<file path="config.mk">
export PLATFORM = sky130hd
export DESIGN_NAME = tnlp_ctrl
export DESIGN_NICKNAME = d
export VERILOG_FILES = /design/src/hw/rtl/tnlp_pkg.sv /design/src/hw/rtl/tnlp_ctrl.sv
export SDC_FILE = /design/constraint.sdc
export NUM_CORES = 1
export LEC_CHECK = 0
export BUFFER_PORTS_ARGS = -buffer_cell sky130_fd_sc_hd__buf_2
export CAP_MARGIN = 20
export CORE_AREA = 5 5 42 44
export DETAILED_ROUTE_END_ITERATION = 10
export DIE_AREA = 0 0 47 49
export HOLD_SLACK_MARGIN = 0.06
export RECOVER_POWER = 50
export SETUP_SLACK_MARGIN = 0.05
export SLEW_MARGIN = 20
export SYNTH_ARGS = -nofsm -noshare
export SYNTH_HDL_FRONTEND = slang
export SYNTH_SLANG_ARGS = --single-unit
export TNS_END_PERCENT = 30
</file>
<file path="constraint.sdc">
create_clock -name clk_i -period 1.8 [get_ports clk_i]
set_input_delay 0.36 -clock clk_i [delete_from_list [all_inputs] [get_ports clk_i]]
set_output_delay 0.36 -clock clk_i [all_outputs]
set_load 0.03 [all_outputs]
</file>
<file path="src/hw/rtl/tnlp_pkg.sv">
// ----------------------------------------------------------------------------
// tnlp_pkg
// Shared types, constants and helper functions of the next-line predictor.
// ----------------------------------------------------------------------------
package tnlp_pkg;

  localparam int unsigned AddrW        = 48;
  localparam int unsigned TagW         = 46;
  localparam int unsigned LslW         = 4;
  localparam int unsigned CfgIdxW      = 2;
  localparam int unsigned CfgDataW     = 4;
  localparam int unsigned IndexBitsDef = 10;
  localparam int unsigned LslMin       = 2;
  localparam int unsigned LslMax       = 8;
  localparam int unsigned LslRst       = 6;

  localparam logic [CfgIdxW-1:0] CfgStraightLine = CfgIdxW'(0);
  localparam logic [CfgIdxW-1:0] CfgLineSizeLog2 = CfgIdxW'(1);

  localparam logic KindFetch   = 1'b0;
  localparam logic KindPredict = 1'b1;

  typedef enum logic [1:0] {
    ST_CLEAR,
    ST_IDLE,
    ST_LOOKUP,
    ST_EVAL
  } tnlp_state_e;

  // controller to datapath
  typedef struct packed {
    logic clr_wr;
    logic capture;
    logic rd_en;
    logic eval_fetch;
    logic load_out;
  } tnlp_cmd_t;

  // datapath to controller
  typedef struct packed {
    logic clr_done;
    logic kind;
    logic out_free;
  } tnlp_status_t;

  // line size clamped to the supported range
  function automatic logic [LslW-1:0] eff_shift(input logic [LslW-1:0] lsl);
    logic [LslW-1:0] sh;
    sh = lsl;
    if (lsl < LslW'(LslMin)) sh = LslW'(LslMin);
    if (lsl > LslW'(LslMax)) sh = LslW'(LslMax);
    return sh;
  endfunction

  function automatic logic [TagW-1:0] line_tag(input logic [AddrW-1:0] addr,
                                               input logic [LslW-1:0]  sh);
    logic [AddrW-1:0] shifted;
    shifted = addr >> sh;
    return shifted[TagW-1:0];
  endfunction

endpackage

</file>
<file path="src/hw/rtl/tnlp_ctrl.sv">
// ----------------------------------------------------------------------------
// tnlp_ctrl
// Sequencer: table clearing after reset, then lookup and evaluate per item.
// ----------------------------------------------------------------------------
module tnlp_ctrl (
  input  logic                  clk_i,
  input  logic                  rst_ni,
  input  logic                  in_valid_i,
  output logic                  in_stall_o,
  input  tnlp_pkg::tnlp_status_t status_i,
  output tnlp_pkg::tnlp_cmd_t    cmd_o
);
  import tnlp_pkg::*;

  tnlp_state_e state_q, state_d;

  always_ff @(posedge clk_i or negedge rst_ni) begin
    if (!rst_ni) begin
      state_q <= ST_CLEAR;
    end else begin
      state_q <= state_d;
    end
  end

  always_comb begin
    state_d    = state_q;
    cmd_o      = '0;
    in_stall_o = 1'b1;
    case (state_q)
      ST_CLEAR: begin
        cmd_o.clr_wr = 1'b1;
        if (status_i.clr_done) state_d = ST_IDLE;
      end
      ST_IDLE: begin
        in_stall_o = 1'b0;
        if (in_valid_i) begin
          cmd_o.capture = 1'b1;
          state_d       = ST_LOOKUP;
        end
      end
      ST_LOOKUP: begin
        cmd_o.rd_en = 1'b1;
        state_d     = ST_EVAL;
      end
      ST_EVAL: begin
        if (status_i.kind == KindFetch) begin
          cmd_o.eval_fetch = 1'b1;
          state_d          = ST_IDLE;
        end else if (status_i.out_free) begin
          cmd_o.load_out = 1'b1;
          state_d        = ST_IDLE;
        end
      end
      default: begin
        state_d = ST_CLEAR;
      end
    endcase
  end

endmodule

</file>
==> results of run 1 <==
==> cells in the mapped netlist (all sizes together) <==
master	number	share of area (%)
mux2i	1	5.7
and3	1	3.5
inv	3	6.4
and2	1	3.5
nand2	1	2.1
nor2b	1	3.5
ha	4	28
dfrtp	2	28
mux2	1	6.4
o221ai	1	8.5
nand2b	1	3.5
==> metal layers <==
layer | track usage, % | up-vias | wire length, um
li1 | - | 85 | -
met1 | 4.63 | 75 | 161
met2 | 4.75 | 9 | 146
met3 | 3.32 | 0 | 70
met4 | 2.76 | 0 | 0
met5 | 0 | - | 0
==> worst max-delay path by stage <==
stage	endpoint	slack [ps]	cells past startpoint
floorplan	state_q[1]	340	5
global placement	state_q[1]	390	5
detailed placement	state_q[1]	360	5
CTS	cmd_o[3]	200	4
global route	cmd_o[3]	110	4
finish	cmd_o[3]	230	4
==> power groups by stage <==
stage	registers, uW	clock network (uW)	logic [uW]
finish	91.8	99.0	297
global route	94.6	114	337
CTS	91.1	105	320
detailed placement	91.7	0	318
global placement	90.4	0	314
floorplan	86.1	0	249
==> cell families (layout without fill, tap and decap cells) <==
family	after synthesis	count (layout)
AOI/OAI and AO/OA	1	1
DFF	2	2
and+or+nand+nor	5	5
adders and majority gates	4	4
buffers and inverters	3	18
muxes	2	2
==> cell type report <==
class / count / area [um^2] / area share (%)
inverter: 3 / 11.3 / 4.09
timing repair buffer: 12 / 62.6 / 22.7
sequential: 2 / 50.0 / 18.2
multi-input combinational: 12 / 109 / 39.5
tap: 16 / 20.0 / 7.27
clock buffer: 3 / 22.5 / 8.18
==> worst register-to-register path: stages, from the launching register on <==
cell	delay, ps
sky130_fd_sc_hd__dfrtp_1	400
sky130_fd_sc_hd__inv_1	90
sky130_fd_sc_hd__ha_1	190
sky130_fd_sc_hd__clkinv_1	80
sky130_fd_sc_hd__o221ai_1	290
sky130_fd_sc_hd__mux2_1	360
==> stage by stage <==
step / util, % / cell area, um^2
3_3_place_gp: 17.9 / 251
6_report: 19.6 / 275
4_1_cts: 20.3 / 284
5_1_grt: 19.6 / 275
2_1_floorplan: - / 176
3_5_place_dp: 17.9 / 251
==> summary.md, run 1 <==
| Metric | Value |
|---|---|
| Worst setup SP type | flip-flop |
| Cell Chain, Critical Path | inv_1 > ha_1 > and2_1 > buf_2 |
| Least-Margin Pin Slew | 363 ps |
| TritonCTS buffer count | 3 |
| Syn-to-layout area delta | 56.0% |
| Cell at the root of the clock tree | sky130_fd_sc_hd__clkbuf_4 |
| Cell-internal power | 248 uW |
| Leading cell types in the layout, fill and taps excluded | sky130_fd_sc_hd__buf_2 (9), sky130_fd_sc_hd__ha_1 (4), sky130_fd_sc_hd__clkbuf_4 (3) |
| Initial core utilization | 12.6% |
| Maximum count of clock buffers along a single path | 2 |
| Min Hold Slack | 446 ps |
| Worst setup skew after layout | 2.50 ps |
| Average cell area after synthesis | 10.4 um^2 |
| Post-synthesis instance total | 17 |
| Worst relative slew slack | 75.9% |
| Worst vdd ir | 0.000482 V |
| NetSw | 239 uW |
| Chip Width | 47 um |
| Total global routing overflow | 0 |
| Cell Count Post-Placement | 44 |
| Global placer's final weighted congestion | 0.569 |
| Total power divided by cell area | 1770 nW/um^2 |
| Post-Place Setup Slack | 364 ps |
| R2R cell count | 5 |
| Top delay family on crit path | flip-flops |
| Leakage power total | 0.000151 uW |
| Routed wire length per instance | 7.88 um |
| Synth Area in Simple Gates | 16.3% |
| Setup violation total in the final timing report | 0 |
| Number of sinks on the clock net | 2 |
| Register share of total power | 18.8% |
| Resized cells post-CTS | 0 |
| Area enclosed by the die boundary | 2300 um^2 |
| Required time of the worst setup path | 1440 ps |
| Max-cap violations | 0 |
| DRC | 0 |
| Registers with the most flip-flops | state_q x2 |
| Worst setup path category | flip-flop to primary output |
| Max Clock Freq | 636 MHz |
| Largest Register | state_q |
| Worst R2R End | state_q[1] |
| Multiplexer share of the synthesized area | 12.1% |
| Largest fanout on the critical path | 4 |
| Combinational family with the most area after synthesis | adder cells |
| Antenna Violating Nets Remaining | 0 |
| Synthesized-area fraction occupied by ao, oa, aoi and oai cells | 8.51% |
| Post-synthesis instance area | 176 um^2 |
| Rows | 14 |
| Number of flip-flops under the largest register name | 2 |
| Kind of end point of the critical path | primary output |
| Post-Synth Adder-Cell Area | 28.4% |
| Combined global-route utilization of all metal layers | 4.02% |
| Final slew viol count | 0 |
| First-pass GRT wire length | 634 um |
| Final hold violation count | 0 |
| Filler instances | 168 |
| Number of global-route vias before repair | 152 |
| Final standard cell count with taps included and fillers excluded | 48 |
| Clock edge transition at the registers on the reported setup and hold paths | 30 ps |
| Height of the die | 49 um |
| Setup repair bufs after CTS | 0 |
| Maximum cell stage delay along the critical path | 400 ps |
| Vias after detailed routing | 169 |
| Total wire length | 378 um |
| Outcome | complete, no violations |
| Combinational group share of total power | 60.9% |
| Number of antenna violations at the first check in global routing | 0 |
| Hold-fix buffer count after cts | 1 |
| Critical Path Source | state_q[1] |
| H-tree levels | 1 |
| Worst path setup slack after routing | 226 ps |
| Number of antenna diodes | 0 |
| Clock latency at the later pin of the worst-skew pair | 220 ps |
| First-pass DRT Iterations | 2 |
| Standard cell with the maximum stage delay on the critical path | sky130_fd_sc_hd__dfrtp_1 |
| Final total power | 487 uW |
| Min Tclk post-route | 1570 ps |
| Count of different cell masters after synthesis | 12 |
| Top-Level Pins | 12 |
| Nets | 44 |
| Buffers & Inverters on Critical Path | 2 |
| Xor-xnor portion of the synthesized cell area | 0% |
| Number of design-rule violations left by the first detailed-router iteration | 2 |
| Ratio of cells with drive above 1 in the final layout | 37.5% |
| Accumulated negative setup slack | 0 ps |
| Worst min-delay path class | primary input to asynchronous set/reset pin |
| Unrepaired setup endpoints after global routing | false |
| Sw Ratio | 49.1% |
| R2R Setup Slk | 270 ps |
| CTS tree | yes |
| Final period util | 87.4% |
| Largest net degree at the start of global routing | 5 |
| Post-synthesis net count | 27 |
| Relative contribution of the clock network to total power | 20.3% |
| Sequential-to-total area share from yosys stat | 28.4% |
| Warning count from the yosys run | 0 |
| IO buf count | 11 |
| Core Footprint | 1400 um^2 |
| Number of synthesized register bits | 2 |
| Most common cell after layout, fill and taps aside | sky130_fd_sc_hd__buf_2 |
| Routed via count divided by cell count | 3.52 |
| Origin of the critical flop-to-flop path | state_q[1] |
| Crit path arrival time | 1210 ps |
No activity file was read; power rests on OpenSTA's default activity.
==> inputs of run 2 (changes only) <==
--- a/constraint.sdc
+++ b/constraint.sdc
@@ -3,2 +3,2 @@
 set_output_delay 0.36 -clock clk_i [all_outputs]
-set_load 0.03 [all_outputs]
+set_load 0.01 [all_outputs]
==> summary.md, run 2 (synthesis results as in run 1) <==
| Metric | Value |
|---|---|
| Outcome | complete, no violations |
| Post-route cell area | 274 um^2 (-0.45%) |
| Vias after detailed routing | 167 (-1.2%) |
| Final period util | 85.0% (-2.4 points) |
| Cell at the root of the clock tree | sky130_fd_sc_hd__clkbuf_4 |
| Number of global-route vias before repair | 152 (unchanged) |
| Largest fanout on the critical path | 4 (unchanged) |
| Setup violation total in the final timing report | 0 (unchanged) |
| Cell-internal power | 246 uW (-0.82%) |
| Largest Register | state_q |
| Clock latency at the later pin of the worst-skew pair | 220 ps (about the same) |
| Worst setup path category | flip-flop to primary output |
| Worst setup skew after layout | 2.50 ps (-0.0000700 ps) |
| Worst min-delay path class | primary input to asynchronous set/reset pin |
| Number of flip-flops under the largest register name | 2 (unchanged) |
| Top-Level Pins | 12 (unchanged) |
| Maximum count of clock buffers along a single path | 2 (unchanged) |
| First-pass DRT Iterations | 2 (unchanged) |
| Worst vdd ir | 0.000460 V (-4.6%) |
| TritonCTS buffer count | 3 (unchanged) |
| Number of sinks on the clock net | 2 (unchanged) |
| Routed wire length per instance | 7.92 um (+0.53%) |
| Max Clock Freq | 653 MHz (+2.8%) |
| Register share of total power | 22.2% (+3.4 points) |
| Core Util, Final | 19.6% (-0.089 points) |
| Largest net degree at the start of global routing | 5 (unchanged) |
| Ratio of cells with drive above 1 in the final layout | 37.5% (unchanged) |
| Rows | 14 (unchanged) |
| Final hold violation count | 0 (unchanged) |
| Leading cell types in the layout, fill and taps excluded | sky130_fd_sc_hd__buf_2 (8), sky130_fd_sc_hd__ha_1 (4), sky130_fd_sc_hd__clkbuf_4 (3), sky130_fd_sc_hd__clkbuf_1 (3) |
| Nets | 44 (unchanged) |
| Placement-stage cell area | 251 um^2 (unchanged) |
| NetSw | 166 uW (-31%) |
| Combinational group share of total power | 53.7% (-7.2 points) |
| Relative contribution of the clock network to total power | 24.0% (+3.7 points) |
| Crit path arrival time | 1170 ps (-40 ps) |
| CTS tree | yes |
| Number of antenna violations at the first check in global routing | 0 (unchanged) |
| Area enclosed by the die boundary | 2300 um^2 (unchanged) |
| Number of design-rule violations left by the first detailed-router iteration | 2 (unchanged) |
| Most common cell after layout, fill and taps aside | sky130_fd_sc_hd__buf_2 |
| Global placer's final weighted congestion | 0.569 (unchanged) |
| Sw Ratio | 40.3% (-8.8 points) |
| Kind of end point of the critical path | primary output |
| Number of antenna diodes | 0 (unchanged) |
| IO buf count | 11 (unchanged) |
| Min Tclk post-route | 1530 ps (-43.1 ps) |
| Max-cap violations | 0 (unchanged) |
| Accumulated negative setup slack | 0 ps (unchanged) |
| Core Footprint | 1400 um^2 (unchanged) |
| Total power divided by cell area | 1500 nW/um^2 (-15%) |
| Detail Route met2 WL | 145 um (-0.68%) |
| Required time of the worst setup path | 1440 ps (about the same) |
| Registers with the most flip-flops | state_q x2 |
| Unrepaired setup endpoints after global routing | false |
| Syn-to-layout area delta | 55.3% |
| Combined global-route utilization of all metal layers | 4.02% (unchanged) |
| Final slew viol count | 0 (unchanged) |
| Leakage power total | 0.000149 uW (-1.3%) |
| R2R cell count | 5 (unchanged) |
| Routed via count divided by cell count | 3.48 (-1.2%) |
| H-tree levels | 1 (unchanged) |
| DRC | 0 (unchanged) |
| Total length of routed met3 wires | 70 um (unchanged) |
| Total wire length | 380 um (+0.53%) |
| Met1 Routed Length | 165 um (+2.5%) |
| Clock edge transition at the registers on the reported setup and hold paths | 30 ps (about the same) |
| Initial core utilization | 12.6% (unchanged) |
| DR top layer | met3 |
| Chip Width | 47 um (unchanged) |
| Worst relative slew slack | 80.2% (+4.3 points) |
| Least-Margin Pin Slew | 297 ps (-66.5 ps) |
| Final total power | 412 uW (-15%) |
| Resized cells post-CTS | 0 (unchanged) |
| Total global routing overflow | 0 (unchanged) |
| Antenna Violating Nets Remaining | 0 (unchanged) |
| First-pass GRT wire length | 634 um (unchanged) |
| Height of the die | 49 um (unchanged) |
| Worst setup SP type | flip-flop |
[run 2: repair_timing]
action / in CTS / in global routing
hold buffers: 1 / 0
endpoints found under the hold margin: 2 / 0
buffers inserted: 0 / 0
[run 2: layout make-up]
| cell class | instances | area (um^2) |
|---|---|---|
| fill | 168 | 1130 |
| tap | 16 | 20.0 |
| multi-input combinational | 12 | 109 |
| inverter | 3 | 11.3 |
| clock buffer | 3 | 22.5 |
| timing repair buffer | 12 | 61.3 |
| sequential | 2 | 50.0 |
[run 2: metal layers]
layer / vias up / track usage, %
li1: 85 / -
met1: 73 / 4.63
met2: 9 / 4.75
met3: 0 / 3.32
met4: 0 / 2.76
met5: - / 0
[run 2: final timing paths]
| check | end | startpoint | slack, ps |
|---|---|---|---|
| max in group asynchronous | state_q[0] | rst_ni | 1230 |
| max | cmd_o[3] | state_q[1] | 270 |
| min | state_q[1] | rst_ni | 450 |
| min in group clk_i | state_q[1] | state_q[1] | 570 |
| max reg2reg | state_q[1] | state_q[1] | 310 |
| min reg2reg | state_q[1] | state_q[1] | 570 |
[run 2: power groups by stage]
stage,Combinational [uW],Sequential (uW),Clock [uW]
4_1_cts,244,91.1,105
5_1_grt,260,94.6,114
6_report,222,91.7,99.0
2_1_floorplan,170,86.1,0
3_5_place_dp,242,91.7,0
3_3_place_gp,239,90.4,0
[run 2: critical path, cell delays in order (launching register included)]
cell and delay [ps]:
sky130_fd_sc_hd__dfrtp_1 380, sky130_fd_sc_hd__inv_1 80, sky130_fd_sc_hd__ha_1 220, sky130_fd_sc_hd__and2_1 140, sky130_fd_sc_hd__buf_2 130
[run 2: through the flow]
step | setup slack [ps] | std cells | hold WS [ps]
floorplan | 437 | 17 | 64.4
global placement | 387 | 44 | 148
detailed placement | 364 | 44 | 148
CTS | 260 | 48 | 438
global route | 166 | 48 | 451
finish | 270 | 48 | 446
